### config.mk
export PLATFORM = sky130hd
export DESIGN_NAME = onewire_rom_search
export DESIGN_NICKNAME = d
export VERILOG_FILES = /design/src/sv/ors_pkg.sv /design/src/sv/ors_in_stage.sv /design/src/sv/ors_core.sv /design/src/sv/ors_out_stage.sv /design/src/sv/onewire_rom_search.sv
export SDC_FILE = /design/constraint.sdc
export NUM_CORES = 1
export LEC_CHECK = 0
export BUFFER_PORTS_ARGS = -buffer_cell sky130_fd_sc_hd__buf_2
export CORE_MARGIN = 2
export CORE_UTILIZATION = 55
export DETAILED_ROUTE_END_ITERATION = 8
export PLACE_DENSITY = 0.77
export SYNTH_ARGS = -nofsm -noshare
export SYNTH_HDL_FRONTEND = slang
export SYNTH_SLANG_ARGS = --single-unit
### constraint.sdc
create_clock -name clk -period 4.56 [get_ports clk]
set_input_delay 0.912 -clock clk [delete_from_list [all_inputs] [get_ports clk]]
set_output_delay 0.912 -clock clk [all_outputs]
set_load 0.01 [all_outputs]
### src/sv/ors_pkg.sv
// ----------------------------------------------------------------------------
// ors_pkg
// Shared types, codes and the CRC8 step for the ROM search decision core.
// ----------------------------------------------------------------------------
package ors_pkg;

    // function codes of an input beat
    localparam logic [2:0] FUNC_START_FIRST = 3'd0;
    localparam logic [2:0] FUNC_START_NEXT  = 3'd1;
    localparam logic [2:0] FUNC_BIT_PAIR    = 3'd2;
    localparam logic [2:0] FUNC_TARGET      = 3'd3;
    localparam logic [2:0] FUNC_FAMILY_SKIP = 3'd4;

    // status codes of a result beat
    localparam logic [2:0] STATUS_ACK      = 3'd0;
    localparam logic [2:0] STATUS_BEGUN    = 3'd1;
    localparam logic [2:0] STATUS_CONTINUE = 3'd2;
    localparam logic [2:0] STATUS_FOUND    = 3'd3;
    localparam logic [2:0] STATUS_FAIL     = 3'd4;

    // search geometry
    localparam logic [6:0] ROM_BITS_TOTAL = 7'd64;
    localparam logic [6:0] BIT_END        = 7'd65;
    localparam logic [6:0] FAMILY_LIMIT   = 7'd9;

    // reflected polynomial of x^8+x^5+x^4+1
    localparam logic [7:0] CRC_POLY = 8'h8C;

    typedef struct packed {
        logic [2:0] func;
        logic       presence;
        logic       id_bit;
        logic       complement_bit;
        logic [7:0] target_family;
    } ors_item_t;

    typedef struct packed {
        logic [2:0]  status;
        logic        write_valid;
        logic        direction;
        logic [63:0] rom_code;
        logic        last_device;
    } ors_result_t;

    // table entry of the byte-wise crc8, lsb first
    function automatic logic [7:0] crc8_lookup(input logic [7:0] idx);
        logic [7:0] crc;
        crc = idx;
        for (int i = 0; i < 8; i++)
        begin
            if (crc[0])
            begin
                crc = (crc >> 1) ^ CRC_POLY;
            end
            else
            begin
                crc = crc >> 1;
            end
        end
        return crc;
    endfunction

endpackage

### src/sv/ors_in_stage.sv
// ----------------------------------------------------------------------------
// ors_in_stage
// Input register of the search core; holds one beat until the core takes it.
// ----------------------------------------------------------------------------
module ors_in_stage (
    input  logic              clk,
    input  logic              rst_n,
    input  logic              in_valid,
    output logic              in_stall,
    input  ors_pkg::ors_item_t in_item,
    input  logic              advance,
    output logic              stage_valid,
    output ors_pkg::ors_item_t stage_item
);
    import ors_pkg::*;

    logic      vld_reg;
    logic      vld_next;
    ors_item_t item_reg;

    // stall only while a held beat cannot move on
    assign in_stall    = vld_reg && !advance;
    assign stage_valid = vld_reg;
    assign stage_item  = item_reg;

    always_comb
    begin
        vld_next = vld_reg;
        if (!in_stall)
        begin
            vld_next = in_valid;
        end
    end

    // occupancy flag
    always_ff @(posedge clk or negedge rst_n)
    begin
        if (!rst_n)
        begin
            vld_reg <= 1'b0;
        end
        else
        begin
            vld_reg <= vld_next;
        end
    end

    // payload capture
    always_ff @(posedge clk)
    begin
        if (in_valid && !in_stall)
        begin
            item_reg <= in_item;
        end
    end

endmodule

### src/sv/ors_core.sv
// ----------------------------------------------------------------------------
// ors_core
// Search state and the combinational decision step for one beat.
// ----------------------------------------------------------------------------
module ors_core (
    input  logic                 clk,
    input  logic                 rst_n,
    input  logic                 advance,
    input  ors_pkg::ors_item_t   item,
    output ors_pkg::ors_result_t result
);
    import ors_pkg::*;

    logic [63:0] rom_bits_reg;
    logic [63:0] rom_bits_next;
    logic [6:0]  last_disc_reg;
    logic [6:0]  last_disc_next;
    logic [6:0]  family_disc_reg;
    logic [6:0]  family_disc_next;
    logic        last_dev_reg;
    logic        last_dev_next;
    logic [6:0]  bit_pos_reg;
    logic [6:0]  bit_pos_next;
    logic [6:0]  last_zero_reg;
    logic [6:0]  last_zero_next;
    logic [7:0]  crc_reg;
    logic [7:0]  crc_next;
    logic        active_reg;
    logic        active_next;

    logic [5:0]  idx;
    logic [6:0]  bit_pos_inc;
    logic        dir;
    logic [7:0]  crc_byte;
    logic        ok;

    assign idx         = bit_pos_reg[5:0] - 6'd1;
    assign bit_pos_inc = bit_pos_reg + 7'd1;

    // decision step
    always_comb
    begin
        rom_bits_next    = rom_bits_reg;
        last_disc_next   = last_disc_reg;
        family_disc_next = family_disc_reg;
        last_dev_next    = last_dev_reg;
        bit_pos_next     = bit_pos_reg;
        last_zero_next   = last_zero_reg;
        crc_next         = crc_reg;
        active_next      = active_reg;
        dir              = 1'b0;
        crc_byte         = 8'd0;
        ok               = 1'b0;
        result           = '0;
        result.status    = STATUS_ACK;

        unique case (item.func) inside
            FUNC_START_FIRST, FUNC_START_NEXT:
            begin
                if (item.func == FUNC_START_FIRST)
                begin
                    last_disc_next   = 7'd0;
                    family_disc_next = 7'd0;
                    last_dev_next    = 1'b0;
                end
                bit_pos_next   = 7'd1;
                last_zero_next = 7'd0;
                crc_next       = 8'd0;
                active_next    = 1'b0;
                if (last_dev_next || !item.presence)
                begin
                    last_disc_next   = 7'd0;
                    family_disc_next = 7'd0;
                    last_dev_next    = 1'b0;
                    result.status    = STATUS_FAIL;
                end
                else
                begin
                    active_next   = 1'b1;
                    result.status = STATUS_BEGUN;
                end
            end
            FUNC_BIT_PAIR:
            begin
                if (!active_reg)
                begin
                    result.status = STATUS_FAIL;
                end
                else if (item.id_bit && item.complement_bit)
                begin
                    last_disc_next   = 7'd0;
                    family_disc_next = 7'd0;
                    last_dev_next    = 1'b0;
                    active_next      = 1'b0;
                    result.status    = STATUS_FAIL;
                end
                else
                begin
                    // pick the direction, remember zeros taken at a discrepancy
                    if (item.id_bit != item.complement_bit)
                    begin
                        dir = item.id_bit;
                    end
                    else
                    begin
                        if (bit_pos_reg < last_disc_reg)
                        begin
                            dir = rom_bits_reg[idx];
                        end
                        else
                        begin
                            dir = (bit_pos_reg == last_disc_reg);
                        end
                        if (!dir)
                        begin
                            last_zero_next = bit_pos_reg;
                            if (bit_pos_reg < FAMILY_LIMIT)
                            begin
                                family_disc_next = bit_pos_reg;
                            end
                        end
                    end
                    rom_bits_next[idx] = dir;
                    result.write_valid = 1'b1;
                    result.direction   = dir;
                    result.status      = STATUS_CONTINUE;
                    bit_pos_next       = bit_pos_inc;

                    // fold in a completed byte
                    if (idx[2:0] == 3'd7)
                    begin
                        crc_byte = rom_bits_next[{idx[5:3], 3'b000} +: 8];
                        crc_next = crc8_lookup(crc_reg ^ crc_byte);
                    end

                    // end of the rom number
                    if (idx == ROM_BITS_TOTAL[5:0] - 6'd1)
                    begin
                        active_next = 1'b0;
                        if (bit_pos_inc >= BIT_END && crc_next == 8'd0)
                        begin
                            last_disc_next = last_zero_next;
                            if (last_zero_next == 7'd0)
                            begin
                                last_dev_next = 1'b1;
                            end
                            ok = 1'b1;
                        end
                        if (!ok || rom_bits_next[7:0] == 8'd0)
                        begin
                            last_disc_next   = 7'd0;
                            family_disc_next = 7'd0;
                            last_dev_next    = 1'b0;
                            result.status    = STATUS_FAIL;
                        end
                        else
                        begin
                            result.status      = STATUS_FOUND;
                            result.last_device = last_dev_next;
                        end
                    end
                end
            end
            FUNC_TARGET:
            begin
                rom_bits_next    = {56'd0, item.target_family};
                last_disc_next   = ROM_BITS_TOTAL;
                family_disc_next = 7'd0;
                last_dev_next    = 1'b0;
                active_next      = 1'b0;
            end
            FUNC_FAMILY_SKIP:
            begin
                last_disc_next   = family_disc_reg;
                family_disc_next = 7'd0;
                if (family_disc_reg == 7'd0)
                begin
                    last_dev_next = 1'b1;
                end
                active_next = 1'b0;
            end
            default:
            begin
                result.status = STATUS_ACK;
            end
        endcase

        result.rom_code = rom_bits_next;
    end

    // search state
    always_ff @(posedge clk or negedge rst_n)
    begin
        if (!rst_n)
        begin
            rom_bits_reg    <= 64'd0;
            last_disc_reg   <= 7'd0;
            family_disc_reg <= 7'd0;
            last_dev_reg    <= 1'b0;
            bit_pos_reg     <= 7'd1;
            last_zero_reg   <= 7'd0;
            crc_reg         <= 8'd0;
            active_reg      <= 1'b0;
        end
        else if (advance)
        begin
            rom_bits_reg    <= rom_bits_next;
            last_disc_reg   <= last_disc_next;
            family_disc_reg <= family_disc_next;
            last_dev_reg    <= last_dev_next;
            bit_pos_reg     <= bit_pos_next;
            last_zero_reg   <= last_zero_next;
            crc_reg         <= crc_next;
            active_reg      <= active_next;
        end
    end

endmodule

### src/sv/ors_out_stage.sv
// ----------------------------------------------------------------------------
// ors_out_stage
// Result register; holds a finished beat while the receiver stalls.
// ----------------------------------------------------------------------------
module ors_out_stage (
    input  logic                 clk,
    input  logic                 rst_n,
    input  logic                 stage_valid,
    input  ors_pkg::ors_result_t stage_result,
    output logic                 advance,
    output logic                 out_valid,
    input  logic                 out_stall,
    output ors_pkg::ors_result_t out_result
);
    import ors_pkg::*;

    logic        vld_reg;
    logic        vld_next;
    ors_result_t res_reg;

    // move on when the result register is free or being emptied
    assign advance    = stage_valid && (!vld_reg || !out_stall);
    assign out_valid  = vld_reg;
    assign out_result = res_reg;

    always_comb
    begin
        vld_next = vld_reg;
        if (advance)
        begin
            vld_next = 1'b1;
        end
        else if (!out_stall)
        begin
            vld_next = 1'b0;
        end
    end

    // occupancy flag
    always_ff @(posedge clk or negedge rst_n)
    begin
        if (!rst_n)
        begin
            vld_reg <= 1'b0;
        end
        else
        begin
            vld_reg <= vld_next;
        end
    end

    // result capture
    always_ff @(posedge clk)
    begin
        if (advance)
        begin
            res_reg <= stage_result;
        end
    end

endmodule

### src/sv/onewire_rom_search.sv
// ----------------------------------------------------------------------------
// onewire_rom_search
// Decision core of the 1-Wire ROM search: start, bit pair, target and skip.
// ----------------------------------------------------------------------------
// One input beat is taken every clock cycle unless an output stall holds it;
// each beat yields exactly one result beat, held in the input register, then
// in the result register. The rate is set by the combinational decision step
// that reads and updates the search state registers; the byte-wise CRC8 and
// the direction choice both fit in that one step. Stall on the output reaches
// the input in the same cycle once both registers are occupied.
module onewire_rom_search (
    input  logic        clk,
    input  logic        rst_n,
    input  logic        in_valid,
    output logic        in_stall,
    input  logic [2:0]  func,
    input  logic        presence,
    input  logic        id_bit,
    input  logic        complement_bit,
    input  logic [7:0]  target_family,
    output logic        out_valid,
    input  logic        out_stall,
    output logic [2:0]  status,
    output logic        write_valid,
    output logic        direction,
    output logic [63:0] rom_code,
    output logic        last_device
);
    import ors_pkg::*;

    ors_item_t   in_item;
    ors_item_t   stage_item;
    ors_result_t stage_result;
    ors_result_t out_result;
    logic        stage_valid;
    logic        advance;

    // pack the input beat
    assign in_item.func           = func;
    assign in_item.presence       = presence;
    assign in_item.id_bit         = id_bit;
    assign in_item.complement_bit = complement_bit;
    assign in_item.target_family  = target_family;

    ors_in_stage u_in_stage (
        .clk         (clk),
        .rst_n       (rst_n),
        .in_valid    (in_valid),
        .in_stall    (in_stall),
        .in_item     (in_item),
        .advance     (advance),
        .stage_valid (stage_valid),
        .stage_item  (stage_item)
    );

    ors_core u_core (
        .clk     (clk),
        .rst_n   (rst_n),
        .advance (advance),
        .item    (stage_item),
        .result  (stage_result)
    );

    ors_out_stage u_out_stage (
        .clk          (clk),
        .rst_n        (rst_n),
        .stage_valid  (stage_valid),
        .stage_result (stage_result),
        .advance      (advance),
        .out_valid    (out_valid),
        .out_stall    (out_stall),
        .out_result   (out_result)
    );

    // unpack the result beat
    assign status      = out_result.status;
    assign write_valid = out_result.write_valid;
    assign direction   = out_result.direction;
    assign rom_code    = out_result.rom_code;
    assign last_device = out_result.last_device;

endmodule

==> impl_metrics.py, run 1 <==
metrics = {
    "power_and_ir_drop": {
        "power_density_nw_per_um2": 597,
        "p_clk_share_pct": 18.8,
        "p_switching_mw": 3.17,
        "pwr-share-comb_pct": 54.6,
        "power_frac_seq_pct": 26.6,
        "internal-power_mw": 4.59,
        "p_leak_nw": 5.53,
        "switching_share_pct": 40.9,
        "power_mw": 7.76,
        "ir_drop_uv": 511,
    },
    "sta": {
        "fin_crit_ns": 4.51,
        "worst_slack_ns": 0.0548,
        "rsz0062_at_grt": "yes",
        "drv_slew": 0,
        "relSlewSlack_pct": 27.2,
        "worst_pin_slew_ns": 1.09,
        "timing.fmax_ghz": 0.222,
        "setup_violations": 0,
        "hold_viol": 0,
        "finalCritPeriodShare_pct": 98.8,
        "final.setup_skew_ns": 0.0174,
    },
    "cts": {
        "cts.reportedPaths.clkPinSlew_ns": 0.08,
        "cts_made_buffers": 17,
        "cts_hold_buf": 0,
        "cts_tree": "yes",
        "cts.htree.levels": 4,
        "cts-root-buf": "clkbuf_16",
        "clock-sinks": 188,
        "cts_buffer_depth": 2,
        "clk_latency_ns": 0.45,
    },
    "finish": {
        "fin_util_pct": 67.3,
        "insertedDiodeCount": 0,
        "fin_nets": 1353,
        "syn2layout_area_growth_pct": 20.8,
        "fill_cells": 1554,
        "drive_gt1_share_pct": 23.9,
        "largest_reg_flops": 70,
    },
    "yosys": {
        "synth_async_sr_flop_share_pct": 55.3,
        "synthCells": 1169,
        "ys_ff_latch": 188,
        "avgSynthCellArea_um2": 9.22,
        "yosysWarnings": 0,
        "synth_area_um2": 10800,
        "synth_cell_types": 86,
        "synth_top_area_cell": "dfrtp_1",
        "synthTopCellsByArea": "dfrtp_1, edfxtp_1, nand2_1, o21ai_0, a21oi_1",
        "synth_common_cells": "nand2_1, o21ai_0, dfrtp_1, edfxtp_1, a21oi_1",
        "synth_edf_count": 84,
        "synthMostInstantiatedCell": "nand2_1",
        "synth_fp_nets": 1198,
        "synth_top_cell_area_share_pct": 23.9,
        "yosysSeqAreaShare_pct": 47.6,
        "synth_flop_cell": "dfrtp_1",
    },
    "detailed_routing": {
        "avgRoutedWirePerCell_um": 22.9,
        "ant_nets": 0,
        "dr.pass1.iters": 6,
        "vias": 10200,
        "wirelength_mm": 36.8,
        "vias_per_cell": 6.37,
        "drc": 0,
        "drtIter0Drc": 1408,
    },
    "placed_design": {
        "place_congestion": 1.05,
        "port_buffers": 89,
        "pre_cts_ws_ns": -0.182,
        "hpwl_mm": 25.8,
    },
    "global_routing": {
        "grt_pass1_wl_mm": 55.3,
        "grt_max_degree": 146,
        "grt-ovfl-total": 0,
        "antenna_found_initial": 0,
        "grtUsageTotal_pct": 36.1,
        "grt_pass1_vias": 9366,
    },
    "worst_setup_path": {
        "crit_top_cell": "buf_4",
        "regToRegStartpoint": "u_core.bit_pos_reg[0]",
        "cpMaxStageDelayCell": "dfstp_2",
        "path_cells": "inv_2 -> ha_4 -> xor2_4 -> buf_12 -> mux4_2 -> mux4_2 -> o2111ai_2 -> a211oi_4 -> o21ai_4 -> buf_4 -> buf_4 -> a21oi_1 -> o2bb2a_4 -> xor3_1 -> o21ai_1 -> nor4b_4 -> buf_4 -> o2111ai_4 -> o21ai_1",
        "crit_start": "u_core.bit_pos_reg[0]",
        "required_ns": 4.93,
        "critPathCapture": "u_core.last_disc_reg[6]",
        "regToRegEndpoint": "u_core.last_disc_reg[6]",
        "crit_type": "reg2reg",
        "end_kind": "flip-flop",
        "cpPeakStageDelay_ns": 0.55,
        "cp.arrival_ns": 4.87,
        "cp_max_fo": 7,
        "cp.depth": 19,
        "r2r_cells": 19,
        "critical_path_buf_inv_count": 5,
        "cp-start-kind": "flip-flop",
        "critPathTopFamily": "compound AO/OA/AOI/OAI gates",
        "reg2reg_slack_ns": 0.05,
    },
    "floorplanning": {
        "ios": 90,
        "floorplan.initialDensity_pct": 55.7,
        "core_um2": 19300,
        "row_count": 51,
        "floorplan.die.width_um": 144,
        "die_y_um": 144,
        "die-area_um2": 20700,
    },
    "hold_path": {
        "hold_path_class": "in2async",
    },
    "status": {
        "status": "complete, no violations",
    },
    "run": {
        "drv_cap": 0,
    },
}
power groups by stage:
stage	sequential [mW]	clock, mW	combinational (mW)
floorplan	2.10	0	2.17
finish	2.06	1.46	4.24
detailed placement	2.09	0	3.61
global placement	2.09	0	3.60
global route	2.08	1.53	4.45
CTS	2.06	1.47	3.82
final cells by class:
type | instances | area, um^2 | area share (%)
Sequential cell | 188 | 5130 | 39.4
Timing Repair Buffer | 212 | 1420 | 10.9
Inverter | 23 | 88.8 | 0.683
Clock buffer | 18 | 429 | 3.30
Multi-Input combinational cell | 882 | 5460 | 42.0
Tap cell | 265 | 332 | 2.55
Clock inverter | 14 | 149 | 1.14
cell families after synthesis:
| group | count (synthesis) | synth area share [%] |
|---|---|---|
| AOI/OAI and AO/OA | 375 | 21.6 |
| xor gates and xnor gates | 23 | 2.87 |
| adders and majority gates | 11 | 1.28 |
| buffers and inverters | 99 | 3.77 |
| DFF | 188 | 47.6 |
| muxes | 34 | 4.68 |
| and+or+nand+nor | 439 | 18.2 |
what timing repair did:
item / 4_1_cts / 5_1_grt
setup buffers: 6 / 12
endpoints found under the setup margin: 19 / 19
gates cloned: 0 / 0
pin swaps: 10 / 22
resized for setup: 19 / 26
worst min path at each step:
stage / start / to / slack (ns) / cells past startpoint
finish: rst_n / u_core.last_zero_reg[6] / 0.32 / 1
global route: rst_n / u_core.rom_bits_reg[57] / 0.32 / 1
CTS: rst_n / u_core.last_zero_reg[6] / 0.31 / 1
detailed placement: u_core.last_zero_reg[2] / u_core.last_zero_reg[2] / 0.47 / 2
global placement: u_core.last_zero_reg[0] / u_core.last_zero_reg[0] / 0.46 / 2
floorplan: u_core.last_zero_reg[2] / u_core.last_zero_reg[2] / 0.45 / 2
routing by layer:
layer | wire length, um | global-route usage [%] | up-vias
li1 | - | - | 4541
met1 | 15200 | 51.1 | 4937
met2 | 16600 | 53.5 | 624
met3 | 3800 | 8.96 | 99
met4 | 1220 | 14.0 | 0
met5 | 0 | 0 | -
cells in the final DEF (no fill, tap or decap), types with 10 or more instances in the layout:
master and count:
a21oi_1 66, a22o_1 17, buf_4 117, a22oi_1 11, dfrtp_1 102, buf_2 88
o21ai_1 14, mux4_2 12, mux2_2 10, nor2_1 58, nand2_1 268, mux2i_1 10
inv_1 21, nand3_1 26, o21ai_0 173, nor3_1 15, edfxtp_1 84, xnor2_1 10
clkbuf_16 17
stage by stage:
step | area (um^2) | hold slack (ns) | TNS, ns | cells
finish | 13000 | 0.317 | 0 | 1602
global route | 13000 | 0.318 | -0.697 | 1602
CTS | 12800 | 0.315 | 0 | 1590
detailed placement | 12100 | 0.474 | -2.62 | 1552
global placement | 12100 | 0.463 | -0.310 | 1552
floorplan | 10800 | 0.450 | 0 | 1169
Power figures use the tool's default switching activity.
==> run 2: changes to the inputs <==
--- a/config.mk
+++ b/config.mk
@@ -6,7 +6,6 @@
 export NUM_CORES = 1
 export LEC_CHECK = 0
 export BUFFER_PORTS_ARGS = -buffer_cell sky130_fd_sc_hd__buf_2
-export CORE_MARGIN = 2
 export CORE_UTILIZATION = 55
 export DETAILED_ROUTE_END_ITERATION = 8
 export PLACE_DENSITY = 0.77
==> impl_metrics.py, run 2 (synthesis gave the netlist of run 1 again) <==
metrics = {
    "global_routing": {
        "grt_pass1_vias": 9511,
        "grt_max_degree": 145,
        "grt-ovfl-total": 0,
        "grtUsageTotal_pct": 37.2,
        "grt_pass1_wl_mm": 55.4,
        "antenna_found_initial": 0,
    },
    "cts": {
        "cts_tree": "yes",
        "clock-sinks": 188,
        "cts-root-buf": "clkbuf_16",
        "cts_buffer_depth": 2,
        "cts_made_buffers": 17,
        "clk_latency_ns": 0.46,
        "cts.htree.levels": 4,
        "cts.reportedPaths.clkPinSlew_ns": 0.08,
    },
    "sta": {
        "final.setup_skew_ns": 0.0148,
        "rsz0062_at_grt": "yes",
        "hold_viol": 0,
        "finalCritPeriodShare_pct": 100,
        "relSlewSlack_pct": 26.1,
        "worst_pin_slew_ns": 1.10,
        "drv_slew": 0,
        "worst_slack_ns": -0.00734,
        "setup_violations": 2,
        "fin_tns_setup_ns": -0.0104,
        "timing.fmax_ghz": 0.219,
        "fin_crit_ns": 4.57,
    },
    "worst_setup_path": {
        "crit_type": "reg2reg",
        "regToRegEndpoint": "u_core.family_disc_reg[0]",
        "cp.arrival_ns": 4.96,
        "path_cells": "inv_4 -> ha_4 -> xor2_4 -> mux4_2 -> mux4_2 -> o2111ai_4 -> a211oi_4 -> o21ai_2 -> buf_6 -> a21oi_1 -> o2bb2a_4 -> xor3_2 -> or4b_4 -> a21boi_4 -> a21oi_2 -> buf_4 -> nor2_1",
        "required_ns": 4.95,
        "crit_start": "u_core.bit_pos_reg[0]",
        "cpPeakStageDelay_ns": 0.58,
        "cp-start-kind": "flip-flop",
        "cpMaxStageDelayCell": "or4b_4",
        "regToRegStartpoint": "u_core.bit_pos_reg[0]",
        "critPathTopFamily": "compound AO/OA/AOI/OAI gates",
        "critPathCapture": "u_core.family_disc_reg[0]",
        "end_kind": "flip-flop",
        "r2r_cells": 17,
        "reg2reg_slack_ns": -0.007,
        "crit_top_cell": "mux4_2",
        "critical_path_buf_inv_count": 3,
        "cp.depth": 17,
        "cp_max_fo": 6,
    },
    "placed_design": {
        "place_congestion": 1.04,
        "port_buffers": 89,
        "dp_cells": 1568,
        "pre_cts_ws_ns": -0.185,
        "hpwl_mm": 26.0,
    },
    "status": {
        "violations": "setup timing",
        "status": "finished, violations left",
    },
    "power_and_ir_drop": {
        "p_switching_mw": 3.23,
        "p_leak_nw": 5.65,
        "power_density_nw_per_um2": 604,
        "power_frac_seq_pct": 25.8,
        "internal-power_mw": 4.73,
        "ir_drop_uv": 442,
        "p_clk_share_pct": 19.3,
        "switching_share_pct": 40.6,
        "pwr-share-comb_pct": 54.9,
        "power_mw": 7.96,
    },
    "run": {
        "drv_cap": 0,
    },
    "detailed_routing": {
        "vias": 10300,
        "drc": 0,
        "vias_per_cell": 6.39,
        "wirelength_mm": 36.8,
        "ant_nets": 0,
        "dr.pass1.iters": 6,
        "avgRoutedWirePerCell_um": 22.8,
        "drtIter0Drc": 1135,
    },
    "finish": {
        "layout_commonest_cell": "nand2_1",
        "syn2layout_area_growth_pct": 22.4,
        "insertedDiodeCount": 0,
        "most-common-layout-cells": "nand2_1, o21ai_0, buf_4",
        "layout.cells.non_filler": 1614,
        "drive_gt1_share_pct": 25.0,
        "fin_nets": 1370,
        "largest_reg_flops": 70,
    },
    "floorplanning": {
        "die_y_um": 142,
        "core_um2": 19000,
        "die-area_um2": 20200,
        "ios": 90,
        "floorplan.die.width_um": 142,
        "floorplan.initialDensity_pct": 56.8,
        "row_count": 50,
    },
    "hold_path": {
        "hold_path_class": "in2async",
    },
}
==> run 2: worst min-delay path by stage <==
stage	to	cells after the start	start	slack, ns
detailed placement	u_core.last_zero_reg[2]	2	u_core.last_zero_reg[2]	0.47
finish	u_core.last_zero_reg[5]	1	rst_n	0.44
global placement	u_core.last_zero_reg[0]	2	u_core.last_zero_reg[0]	0.46
floorplan	u_core.last_zero_reg[2]	2	u_core.last_zero_reg[2]	0.45
global route	u_core.last_zero_reg[3]	1	rst_n	0.48
CTS	u_core.last_zero_reg[5]	1	rst_n	0.44
==> run 2: worst reg2reg max path, stage by stage, from the launching register on <==
cell and delay [ns]:
dfstp_2 0.56, inv_4 0.05, ha_4 0.18, xor2_4 0.27, mux4_2 0.36, mux4_2 0.52
o2111ai_4 0.23, a211oi_4 0.07, o21ai_2 0.24, buf_6 0.15, a21oi_1 0.06, o2bb2a_4 0.23
xor3_2 0.42, or4b_4 0.59, a21boi_4 0.21, a21oi_2 0.11, buf_4 0.16, nor2_1 0.11
==> run 2: stage by stage <==
step	utilization [%]	area (um^2)	hold WS [ns]
floorplan	-	10800	0.450
global route	69.6	13200	0.477
detailed placement	64.6	12200	0.472
CTS	68.3	12900	0.437
finish	69.6	13200	0.435
global placement	64.6	12200	0.465
==> run 2: power groups by stage <==
| stage | Sequential, mW | Combinational (mW) | Clock, mW |
|---|---|---|---|
| after global placement | 2.07 | 3.74 | 0 |
| after global routing | 2.06 | 4.62 | 1.59 |
| after CTS | 2.05 | 3.88 | 1.54 |
| after floorplan | 2.10 | 2.17 | 0 |
| after detailed placement | 2.08 | 3.70 | 0 |
| final | 2.05 | 4.37 | 1.54 |
==> run 2: area by class of cell <==
type / instances / area, um^2
fillers: 1507 / 5770
multi-input cells: 882 / 5470
flip-flops and latches: 188 / 5130
repair buffers: 229 / 1560
clock buffers: 18 / 429
well taps: 260 / 325
clock inverters: 14 / 179
inverters: 23 / 91.3
==> run 2: routing by layer <==
metal,routed length (um),global-route usage [%],up-vias,share of wire (%)
li1,-,-,4592,-
met1,15100,51.5,4939,41
met2,16400,55.8,668,44
met3,4020,9.39,112,11
met4,1300,15.6,0,3.5
met5,0,0,-,0
==> run 2: what timing repair did <==
action	in CTS	in global routing
setup endpoints to repair	19	19
buffers inserted	4	10
hold buffers	0	0
cloned	0	0
resized for setup	12	32
pin swaps	11	20
hold endpoints to repair	0	0
==> run 3: changes to the inputs <==
--- a/config.mk
+++ b/config.mk
@@ -6,6 +6,7 @@
 export NUM_CORES = 1
 export LEC_CHECK = 0
 export BUFFER_PORTS_ARGS = -buffer_cell sky130_fd_sc_hd__buf_2
+export CORE_ASPECT_RATIO = 1.25
 export CORE_UTILIZATION = 55
 export DETAILED_ROUTE_END_ITERATION = 8
 export PLACE_DENSITY = 0.77
==> impl_metrics.py, run 3 (synthesis gave the netlist of run 1 again) <==
metrics = {
    "worst_setup_path": {
        "crit_top_cell": "buf_4",
        "crit_start": "u_core.bit_pos_reg[0]",
        "cp.depth": 17,
        "critPathCapture": "u_out_stage.out_result[69]",
        "cpMaxStageDelayCell": "a311oi_1",
        "cp_max_fo": 5,
        "end_kind": "flip-flop",
        "cp-start-kind": "flip-flop",
        "cp.arrival_ns": 4.70,
        "critPathTopFamily": "compound AO/OA/AOI/OAI gates",
        "critical_path_buf_inv_count": 3,
        "cpPeakStageDelay_ns": 0.67,
        "required_ns": 4.76,
        "reg2reg_slack_ns": 0.06,
        "crit_type": "reg2reg",
        "regToRegEndpoint": "u_out_stage.out_result[69]",
        "r2r_cells": 17,
        "path_cells": "inv_4 -> buf_4 -> ha_1 -> nor2b_1 -> o211ai_1 -> a311oi_1 -> nor2_1 -> buf_4 -> o31ai_4 -> o21ai_4 -> o21ai_1 -> xor2_1 -> xor3_2 -> or4b_4 -> a21boi_4 -> a211o_1 -> nand2_1",
        "regToRegStartpoint": "u_core.bit_pos_reg[0]",
    },
    "placed_design": {
        "hpwl_mm": 27.6,
        "port_buffers": 89,
        "dp_cells": 1566,
        "place_congestion": 1.04,
    },
    "power_and_ir_drop": {
        "p_leak_nw": 5.59,
        "power_frac_seq_pct": 26.8,
        "p_clk_share_pct": 18.7,
        "power_mw": 7.76,
        "power_density_nw_per_um2": 593,
        "switching_share_pct": 41.2,
        "p_switching_mw": 3.20,
        "internal-power_mw": 4.57,
        "pwr-share-comb_pct": 54.6,
        "ir_drop_uv": 701,
    },
    "detailed_routing": {
        "vias": 10400,
        "ant_nets": 0,
        "drc": 0,
        "vias_per_cell": 6.44,
        "dr.pass1.iters": 6,
        "avgRoutedWirePerCell_um": 23.7,
        "drtIter0Drc": 1224,
        "wirelength_mm": 38.2,
    },
    "sta": {
        "worst_pin_slew_ns": 1.05,
        "relSlewSlack_pct": 29.9,
        "hold_viol": 0,
        "finalCritPeriodShare_pct": 98.8,
        "timing.hold.ws_ns": 0.439,
        "rsz0062_at_grt": "yes",
        "drv_slew": 0,
        "timing.fmax_ghz": 0.222,
        "fin_crit_ns": 4.50,
        "setup_violations": 0,
        "final.setup_skew_ns": 0.0145,
        "fin_tns_setup_ns": 0,
    },
    "cts": {
        "clk_latency_ns": 0.45,
        "cts_made_buffers": 17,
        "clock-sinks": 188,
        "cts.reportedPaths.clkPinSlew_ns": 0.07,
        "cts_buffer_depth": 2,
        "cts.htree.levels": 4,
        "cts_tree": "yes",
        "cts-root-buf": "clkbuf_16",
    },
    "hold_path": {
        "hold_path_class": "in2async",
    },
    "global_routing": {
        "grt_pass1_vias": 9545,
        "grt-ovfl-total": 0,
        "antenna_found_initial": 0,
        "grtUsageTotal_pct": 38.6,
        "grt_max_degree": 146,
        "grt_pass1_wl_mm": 56.8,
    },
    "floorplanning": {
        "die_y_um": 158,
        "row_count": 56,
        "ios": 90,
        "floorplan.die.width_um": 127,
        "floorplan.initialDensity_pct": 56.7,
        "die-area_um2": 20200,
        "core_um2": 19000,
    },
    "finish": {
        "most-common-layout-cells": "nand2_1, o21ai_0, buf_4",
        "fin_nets": 1365,
        "layout.cells.non_filler": 1611,
        "largest_reg_flops": 70,
        "layout_commonest_cell": "nand2_1",
        "syn2layout_area_growth_pct": 21.4,
        "drive_gt1_share_pct": 24.4,
        "fin_util_pct": 68.9,
    },
    "run": {
        "drv_cap": 0,
    },
    "status": {
        "status": "complete, no violations",
    },
}
run 3: cell count changes in the layout (fill, tap and decap cells not counted), moves of 2 or more:
cell	before	now
buf_4	133	130
clkinv_8	4	1
o21ai_1	9	12
buf_6	4	2
nor3_1	17	15
nor3_2	3	5
o21ai_2	6	4
run 3: power by group through the flow:
stage | clock (mW) | combinational (mW) | sequential (mW)
2_1_floorplan | 0 | 2.17 | 2.10
3_3_place_gp | 0 | 3.74 | 2.10
3_5_place_dp | 0 | 3.76 | 2.10
4_1_cts | 1.46 | 3.98 | 2.07
5_1_grt | 1.52 | 4.46 | 2.08
6_report | 1.45 | 4.24 | 2.08
run 3: routing by layer:
layer | share of wire (%) | GRT usage, % | up-vias
li1 | - | - | 4576
met1 | 37 | 45.4 | 5066
met2 | 50 | 67.6 | 588
met3 | 7.7 | 6.32 | 142
met4 | 5.9 | 21.7 | 0
met5 | 0 | 0 | -
run 3: layout make-up:
| cell class | count | area (um^2) |
|---|---|---|
| clock inverters | 13 | 124 |
| well taps | 261 | 327 |
| repair buffers | 224 | 1520 |
| inverters | 23 | 91.3 |
| fillers | 1493 | 5910 |
| diodes | 1 | 2.50 |
| flip-flops and latches | 188 | 5130 |
| multi-input cells | 882 | 5450 |
| clock buffers | 19 | 443 |
run 3: per-stage QoR:
| stage | area (um^2) | setup slack (ns) |
|---|---|---|
| after floorplan | 10800 | 0.0199 |
| after global placement | 12200 | -0.154 |
| after detailed placement | 12200 | -0.260 |
| after CTS | 13000 | -0.0228 |
| after global routing | 13100 | -0.0869 |
| final | 13100 | 0.0553 |
run 3: repair_timing:
action                                  4_1_cts  5_1_grt
hold buffers                                  0        0
endpoints found under the setup margin       19       19
buffers inserted                             10        2
pin swaps                                    16       18
gates resized for setup                      17       21
run 3: worst min path at each step:
stage | to | slack, ns | cells after the start
3_3_place_gp | u_core.last_zero_reg[2] | 0.46 | 2
6_report | u_core.rom_bits_reg[35] | 0.44 | 1
3_5_place_dp | u_core.last_zero_reg[5] | 0.47 | 2
2_1_floorplan | u_core.last_zero_reg[2] | 0.45 | 2
4_1_cts | u_core.rom_bits_reg[35] | 0.46 | 1
5_1_grt | u_core.rom_bits_reg[35] | 0.48 | 1
